File: config.mk
export PLATFORM = sky130hd
export DESIGN_NAME = hxbg_ctrl
export DESIGN_NICKNAME = d
export VERILOG_FILES = /design/src/hw/rtl/hxbg_pkg.sv /design/src/hw/rtl/hxbg_ctrl.sv
export SDC_FILE = /design/constraint.sdc
export NUM_CORES = 1
export LEC_CHECK = 0
export BUFFER_PORTS_ARGS = -buffer_cell sky130_fd_sc_hd__buf_4
export CORE_ASPECT_RATIO = 1.5
export CORE_UTILIZATION = 30
export CTS_CLUSTER_SIZE = 16
export DETAILED_ROUTE_END_ITERATION = 8
export PLACE_DENSITY = 0.5
export SYNTH_ARGS = -nofsm -noshare
export SYNTH_HDL_FRONTEND = slang
export SYNTH_SLANG_ARGS = --single-unit
File: constraint.sdc
create_clock -name clk -period 2.72 [get_ports clk]
set_clock_uncertainty 0.15 [all_clocks]
set_input_delay 0.272 -clock clk [delete_from_list [all_inputs] [get_ports clk]]
set_output_delay 0.272 -clock clk [all_outputs]
set_load 0.01 [all_outputs]
File: src/hw/rtl/hxbg_pkg.sv
// package for the hashed xoshiro byte generator
// constants, sha-256 tables and the controller/datapath command structs
`default_nettype none
package hxbg_pkg;

  localparam int CHUNK_BYTES_DEF = 32;
  localparam int CNT_W = 6;
  localparam int CFG_IDX_W = 1;

  localparam logic [CFG_IDX_W-1:0] REG_TIME_SEED = 1'd0;
  localparam logic [CFG_IDX_W-1:0] REG_PROC_SEED = 1'd1;

  localparam logic [31:0] GEN_A_RST = 32'h12345678;
  localparam logic [31:0] GEN_B_RST = 32'h9abcdef0;
  localparam logic [31:0] GEN_C_RST = 32'hdeadbeef;
  localparam logic [31:0] GEN_D_RST = 32'hcafebabe;
  localparam logic [31:0] MUL_A = 32'h9E3779B1;
  localparam logic [31:0] MUL_B = 32'hBB67AE85;
  localparam logic [31:0] MUL_C = 32'h3C6EF372;
  localparam logic [31:0] MUL_D = 32'hA54FF53A;

  typedef struct packed {
    logic seed_ab;
    logic seed_cd;
    logic hash_init;
    logic hash_round;
    logic hash_final;
    logic advance;
  } hxbg_cmd_t;

  typedef struct packed {
    logic round_last;
  } hxbg_sts_t;

  function automatic logic [31:0] sha_k(input logic [5:0] i);
    logic [31:0] k;
    case (i)
      6'd0: k = 32'h428a2f98; 6'd1: k = 32'h71374491; 6'd2: k = 32'hb5c0fbcf;
      6'd3: k = 32'he9b5dba5; 6'd4: k = 32'h3956c25b; 6'd5: k = 32'h59f111f1;
      6'd6: k = 32'h923f82a4; 6'd7: k = 32'hab1c5ed5; 6'd8: k = 32'hd807aa98;
      6'd9: k = 32'h12835b01; 6'd10: k = 32'h243185be; 6'd11: k = 32'h550c7dc3;
      6'd12: k = 32'h72be5d74; 6'd13: k = 32'h80deb1fe; 6'd14: k = 32'h9bdc06a7;
      6'd15: k = 32'hc19bf174; 6'd16: k = 32'he49b69c1; 6'd17: k = 32'hefbe4786;
      6'd18: k = 32'h0fc19dc6; 6'd19: k = 32'h240ca1cc; 6'd20: k = 32'h2de92c6f;
      6'd21: k = 32'h4a7484aa; 6'd22: k = 32'h5cb0a9dc; 6'd23: k = 32'h76f988da;
      6'd24: k = 32'h983e5152; 6'd25: k = 32'ha831c66d; 6'd26: k = 32'hb00327c8;
      6'd27: k = 32'hbf597fc7; 6'd28: k = 32'hc6e00bf3; 6'd29: k = 32'hd5a79147;
      6'd30: k = 32'h06ca6351; 6'd31: k = 32'h14292967; 6'd32: k = 32'h27b70a85;
      6'd33: k = 32'h2e1b2138; 6'd34: k = 32'h4d2c6dfc; 6'd35: k = 32'h53380d13;
      6'd36: k = 32'h650a7354; 6'd37: k = 32'h766a0abb; 6'd38: k = 32'h81c2c92e;
      6'd39: k = 32'h92722c85; 6'd40: k = 32'ha2bfe8a1; 6'd41: k = 32'ha81a664b;
      6'd42: k = 32'hc24b8b70; 6'd43: k = 32'hc76c51a3; 6'd44: k = 32'hd192e819;
      6'd45: k = 32'hd6990624; 6'd46: k = 32'hf40e3585; 6'd47: k = 32'h106aa070;
      6'd48: k = 32'h19a4c116; 6'd49: k = 32'h1e376c08; 6'd50: k = 32'h2748774c;
      6'd51: k = 32'h34b0bcb5; 6'd52: k = 32'h391c0cb3; 6'd53: k = 32'h4ed8aa4a;
      6'd54: k = 32'h5b9cca4f; 6'd55: k = 32'h682e6ff3; 6'd56: k = 32'h748f82ee;
      6'd57: k = 32'h78a5636f; 6'd58: k = 32'h84c87814; 6'd59: k = 32'h8cc70208;
      6'd60: k = 32'h90befffa; 6'd61: k = 32'ha4506ceb; 6'd62: k = 32'hbef9a3f7;
      default: k = 32'hc67178f2;
    endcase
    return k;
  endfunction

  function automatic logic [31:0] sha_h0(input logic [2:0] i);
    logic [31:0] h;
    case (i)
      3'd0: h = 32'h6a09e667; 3'd1: h = 32'hbb67ae85;
      3'd2: h = 32'h3c6ef372; 3'd3: h = 32'ha54ff53a;
      3'd4: h = 32'h510e527f; 3'd5: h = 32'h9b05688c;
      3'd6: h = 32'h1f83d9ab; default: h = 32'h5be0cd19;
    endcase
    return h;
  endfunction

endpackage
`default_nettype wire

File: src/hw/rtl/hxbg_ctrl.sv
// controller state machine for the hashed xoshiro byte generator
// depends on hxbg_pkg; drives hxbg_dp through command structs
`default_nettype none
module hxbg_ctrl #(
  parameter int CHUNK_BYTES = hxbg_pkg::CHUNK_BYTES_DEF
) (
  input  wire logic                     clk,
  input  wire logic                     rst_n,
  input  wire logic                     in_tvalid,
  output logic                          in_tready,
  input  wire logic [hxbg_pkg::CNT_W-1:0] in_tdata,
  output logic                          out_tvalid,
  input  wire logic                     out_tready,
  output logic                          out_tlast,
  output logic [hxbg_pkg::CNT_W-1:0]    byte_idx,
  output hxbg_pkg::hxbg_cmd_t           cmd,
  input  hxbg_pkg::hxbg_sts_t           sts
);
  localparam int CW = hxbg_pkg::CNT_W;

  typedef enum logic [6:0] {
    S_IDLE  = 7'b0000001,
    S_SEED  = 7'b0000010,
    S_INIT  = 7'b0000100,
    S_ROUND = 7'b0001000,
    S_FIN   = 7'b0010000,
    S_EMIT  = 7'b0100000,
    S_ADV   = 7'b1000000
  } state_t;

  state_t state_r, state_nxt;
  logic seeded_r, seeded_nxt;
  logic [CW-1:0] n_r, n_nxt;
  logic [CW-1:0] idx_r, idx_nxt;
  logic [1:0] adv_r, adv_nxt;
  logic [CW-1:0] n_sat;

  assign n_sat = (in_tdata > CW'(CHUNK_BYTES)) ? CW'(CHUNK_BYTES) : in_tdata;
  assign in_tready = (state_r == S_IDLE);
  assign out_tvalid = (state_r == S_EMIT);
  assign out_tlast = (idx_r + CW'(1) == n_r);
  assign byte_idx = idx_r;

  always_comb begin
    state_nxt = state_r;
    seeded_nxt = seeded_r;
    n_nxt = n_r;
    idx_nxt = idx_r;
    adv_nxt = adv_r;
    cmd = '0;
    case (state_r)
      S_IDLE: begin
        if (in_tvalid) begin
          n_nxt = n_sat;
          idx_nxt = '0;
          if (!seeded_r) begin
            cmd.seed_ab = 1'b1;
            seeded_nxt = 1'b1;
            state_nxt = S_SEED;
          end else if (n_sat != '0) begin
            state_nxt = S_INIT;
          end
        end
      end
      S_SEED: begin
        cmd.seed_cd = 1'b1;
        state_nxt = (n_r != '0) ? S_INIT : S_IDLE;
      end
      S_INIT: begin
        cmd.hash_init = 1'b1;
        state_nxt = S_ROUND;
      end
      S_ROUND: begin
        cmd.hash_round = 1'b1;
        if (sts.round_last) state_nxt = S_FIN;
      end
      S_FIN: begin
        cmd.hash_final = 1'b1;
        state_nxt = S_EMIT;
      end
      S_EMIT: begin
        if (out_tready) begin
          idx_nxt = idx_r + CW'(1);
          if (out_tlast) begin
            adv_nxt = '0;
            state_nxt = S_ADV;
          end
        end
      end
      S_ADV: begin
        cmd.advance = 1'b1;
        adv_nxt = adv_r + 2'd1;
        if (adv_r == 2'd3) state_nxt = S_IDLE;
      end
      default: state_nxt = S_IDLE;
    endcase
  end

  always_ff @(posedge clk) begin
    if (!rst_n) begin
      state_r <= S_IDLE;
      seeded_r <= 1'b0;
    end else begin
      state_r <= state_nxt;
      seeded_r <= seeded_nxt;
    end
    n_r <= n_nxt;
    idx_r <= idx_nxt;
    adv_r <= adv_nxt;
  end
endmodule
`default_nettype wire

After elaboration in Yosys (flattened, before gate mapping)

Cells that the tools add are included.
W data, S select, Z words.

Logic and storage cells: 55
Output and inout bits: 15
Bits of input ports: 11
Register bits after elaboration: 22

Reduce and logical (&&, ||, !) cells: 8
$lt $le $gt $ge: 1
Add/sub/neg operators: 2
Equal/unequal tests: 15
Multiplexer cells: 24

Operators by type and width:

| kind                  | number |
|---|---|
| $mux W7               | 7 |
| $pmux W7 S7           | 1 |
| $mux W6               | 3 |
| $pmux W6 S2           | 1 |
| $reduce_bool A6 Y1    | 2 |
| $mux W1               | 8 |
| $eq A7 B1 Y1 const B  | 1 |
| $eq A7 B2 Y1 const B  | 1 |
| $eq A7 B3 Y1 const B  | 1 |
| $eq A7 B4 Y1 const B  | 1 |
| $eq A7 B5 Y1 const B  | 1 |
| $eq A7 B6 Y1 const B  | 1 |
| $eq A7 B7 Y1 const B  | 1 |
| $add A6 B1 Y6 const B | 1 |
| $eq A6 B6 Y1          | 1 |
| $gt A6 B6 Y1 const B  | 1 |
| $ne A2 B2 Y1 const B  | 3 |
| $reduce_and A3 Y1     | 2 |
| $reduce_and A6 Y1     | 1 |
| $mux W2               | 2 |
| $ne A2 B1 Y1 const B  | 2 |
| $pmux W2 S2           | 1 |
| $reduce_bool A2 Y1    | 2 |
| $mux W3               | 1 |
| 4 further kinds       | 4 |

Depth between registers and ports, before layout

Depth after elaboration: 7
Mapped depth: 7
Depth with buffers taken out: 6

Least setup slack after synthesis

Ideal clock, no wire load.

Kind: register to register
From: register idx_r[0], in the netlist byte_idx[0]
To: register adv_r[0], enable pin
Setup slack: 135 ps
Data required time: 2194 ps
Data arrival time: 2059 ps
Setup time: 376 ps
Cell stages (with the launch flop): 7
Clock period less this slack: 2585 ps
Buffers on the path: 0
Cells stage by stage: edfxtp_1 -> ha_1 -> xnor3_1 -> nand3_1 -> nor3_2 -> nand4_1 -> a2111oi_0

Cells in the longest elaborated chain, start to end: 4

RTL lines:

| what                        | RTL line         | source |
|---|---|---|
| start, declared             | hxbg_ctrl.sv:34  | `logic [CW-1:0] idx_r, idx_nxt;` |
| start signal, assigned      | hxbg_ctrl.sv:108 | `idx_r <= idx_nxt;` |
| $add A6 B1 Y6               | hxbg_ctrl.sv:41  | `assign out_tlast = (idx_r + CW'(1) == n_r);` |
| $eq A6 B6 Y1                | hxbg_ctrl.sv:41  |  |
| $ne A2 B1 Y1 (no line)      | --               |  |
| $reduce_and A3 Y1 (no line) | --               |  |
| end signal, assigned        | hxbg_ctrl.sv:109 | `adv_r <= adv_nxt;` |
| end, declared               | hxbg_ctrl.sv:35  | `logic [1:0] adv_r, adv_nxt;` |

Every way passes these cells.
A chain may end at the register's enable or synchronous reset.

Worst setup path in the final report

From: register idx_r[1], in the netlist byte_idx[1]
To: register adv_r[0], enable pin

The elaborated chain is that of the path after synthesis.

==> results by group <==
Timing
  • Final Max Tran Viols: 0
  • Slew HR: 58.67%
  • Final worst slack: 0.1888 ns
  • Maximum clock frequency: 395.1 MHz
  • Unrepaired setup endpoints after global routing: false
  • Period minus WS final: 2.531 ns
  • Final TNS setup: 0 ns
  • Endpoints failing setup: 0
  • Tightest Pin Transition: 0.6152 ns
  • Smallest hold slack: 0.08461 ns
  • Final Cycle Share: 93.06%
  • Fin. Hold Viols: 0

Yosys
  • Cell Area, Synth: 1378 sq um
  • Sequential area share after synthesis: 42.14%
  • Ys Warns: 0
  • Synth Flop Type: edfxtp_1
  • Avg Synthesized Cell Area: 9.911 sq um
  • Dominant cells by area after synthesis: edfxtp_1, dfxtp_1, nor2b_1, nor3_1, and3_1
  • Cells after synthesis: 139
  • Post-Syn Nets: 152
  • Post-synth ARST share: 0%
  • Yosys top cell by area: edfxtp_1
  • Synth Register Bits: 22
  • Post-synth cell types: 47
  • Top cell type's share of synthesized area: 30.52%
  • Number of synthesized flops with an enable pin: 14

Clock tree
  • CTS Sinks: 22
  • Num CTS Buffers: 3
  • CTS Buffer Depth: 2
  • Setup Buffers After CTS: 0
  • CTS tree: yes
  • CTS Hold Bufs: 0
  • CTS H-tree depth: 1
  • Skew-Pair Late Insertion Delay: 0.27 ns
  • Clk pin slew, worst setup/hold paths: 0.09 ns
  • Resize count post-CTS: 0
  • Root Buffer: clkbuf_8

Routing
  • Detailed-route wire length per cell: 14.04 um
  • Routed WL: 2.962 mm
  • Routed Antenna Nets: 0
  • DR vias/cell: 5.237
  • Drc violations: 4
  • Via count: 1105
  • 1st-iter DRT viols: 22
  • TritonRoute pass-1 iters: 8

Power and ir drop
  • Power Dens Cells: 960.2 nW/um^2
  • Leakage: 0.6757 nW
  • Max VDD drop: 0.0003432 V

Setup path
  • Crit path kind: reg -> reg
  • Critical Path RT: 2.57 ns
  • Type of origin of the critical path: flip-flop
  • CP Capture Type: flip-flop
  • WP data arrival: 2.38 ns
  • Critical path peak fanout: 4

Job
  • Max Cap Viol: 0

Worst hold path
  • Min-Delay Path Class: in -> reg

Status
  • Failing checks: DRC
  • Status: complete, but fails checks

Floorplan
  • Initial core utilization: 31.90%
  • Core footprint: 4318 sq um
  • Die H: 84.99 um
  • Core Rows: 29
  • Boundary Pins: 26
  • Die width: 57.33 um
  • Die ar.: 4872 sq um

Finish
  • Post-Layout Inst Area: 1679 sq um
  • Share of cells above drive strength 1: 24.24%
  • P&R area growth vs syn: 21.89%
  • ANT cells: 0
  • Finished Layout Cells: 211
  • Fin nets: 179

Global routing
  • GRT Residual Overflow: 0
  • Initial antenna violation count: 0
  • Vias in the first global route: 1092
  • First-pass GRT wire length: 4.912 mm
  • Pin count of the biggest net entering global routing: 14
  • Total GRT Usage: 13.05%

Placed design
  • Placed Area: 1608 sq um
  • # port buffers: 25
  • GPL Wtd Cong: 0.7972
  • Dpl cells: 207
  • DP HPWL: 2.270 mm
  • Dpl ws: 0.1730 ns
==> sequential cells by signal, summed over array words and instances (netlist names) <==
signal / cells
seeded_r: 1
byte_idx: 6
adv_r: 2
state_r: 7
n_r: 6
==> path summary, 6_finish.rpt <==
path,end,slack (ns),from,cells past startpoint
worst max register to register,adv_r[0],0.19,byte_idx[1],7
worst max-delay path,adv_r[0],0.19,byte_idx[1],7
worst min-delay path,n_r[5],0.08,in_tdata[5],1
worst min register to register,seeded_r,0.37,seeded_r,1
==> layout make-up <==
class	instances	area, sq um
Timing Repair Buffer	29	217.7
Tap cell	46	57.56
Multi-Input combinational cell	107	740.7
Sequential cell	22	580.6
Inverter	3	11.26
Clock buffer	3	41.29
Fill cell	440	2639
Clock inverter	1	30.03
==> cell usage after synthesis, drive strengths merged, types with 3 or more instances <==
cell and count:
a21oi 4, and2 5, and3 6, buf 6, dfxtp 8, edfxtp 14
inv 3, nand2 9, nand2b 4, nand3 3, nor2 9, nor2b 9
nor3 10, nor3b 3, nor4 4, o21a 3, o21ai 3, or2 3
or4 3, xnor2 4, xor2 3
==> worst max-delay path: stages, from the launching register on <==
cell       delay, ns
edfxtp_1        0.42
ha_1            0.23
xnor3_1         0.36
nand3_1         0.10
nor3_2          0.27
nand4_1         0.13
a2111oi_0       0.41
buf_4           0.18
==> placed cells by master, fill, tap and decap left out, types with 4 or more instances in the layout <==
cell type / netlist / routed
buf_4: 0 / 29
nor2b_1: 9 / 9
a21oi_1: 4 / 4
nand2b_1: 4 / 4
nand2_1: 9 / 9
dfxtp_1: 8 / 8
nor2_1: 9 / 9
and2_1: 5 / 5
xnor2_1: 4 / 4
nor3_1: 8 / 8
and3_1: 6 / 6
edfxtp_1: 14 / 14
==> through the flow <==
| step | util [%] | power [mW] |
|---|---|---|
| floorplan | - | 1.082 |
| global placement | 37.24 | 1.303 |
| detailed placement | 37.24 | 1.312 |
| CTS | 38.89 | 1.629 |
| global route | 38.89 | 1.724 |
| finish | 38.89 | 1.612 |
==> metal layers <==
layer  GRT usage, %  part of all wire (%)  vias to the layer above
li1               -                     -                      561
met1          14.79                    45                      512
met2          23.74                    50                       27
met3          2.134                   3.5                        5
met4          5.322                   1.9                        0
met5              0                     0                        -
==> logic make-up after synthesis <==
family / share of synthesized area, %
AND/OR/NAND/NOR: 32.79
AO/OA/AOI/OAI: 11.35
flip-flops: 42.14
buffers and inverters: 4.086
XOR/XNOR: 7.811
adder cells (fa/ha/maj): 1.816
==> power by group <==
part	switching (mW)	leakage, nW	internal, mW	total (mW)
combinational	0.349	0.433	0.360	0.709
sequential	0.116	0.207	0.472	0.588
clock	0.118	0.0357	0.197	0.315
Note: power is estimated with default switching activity, not from simulation.
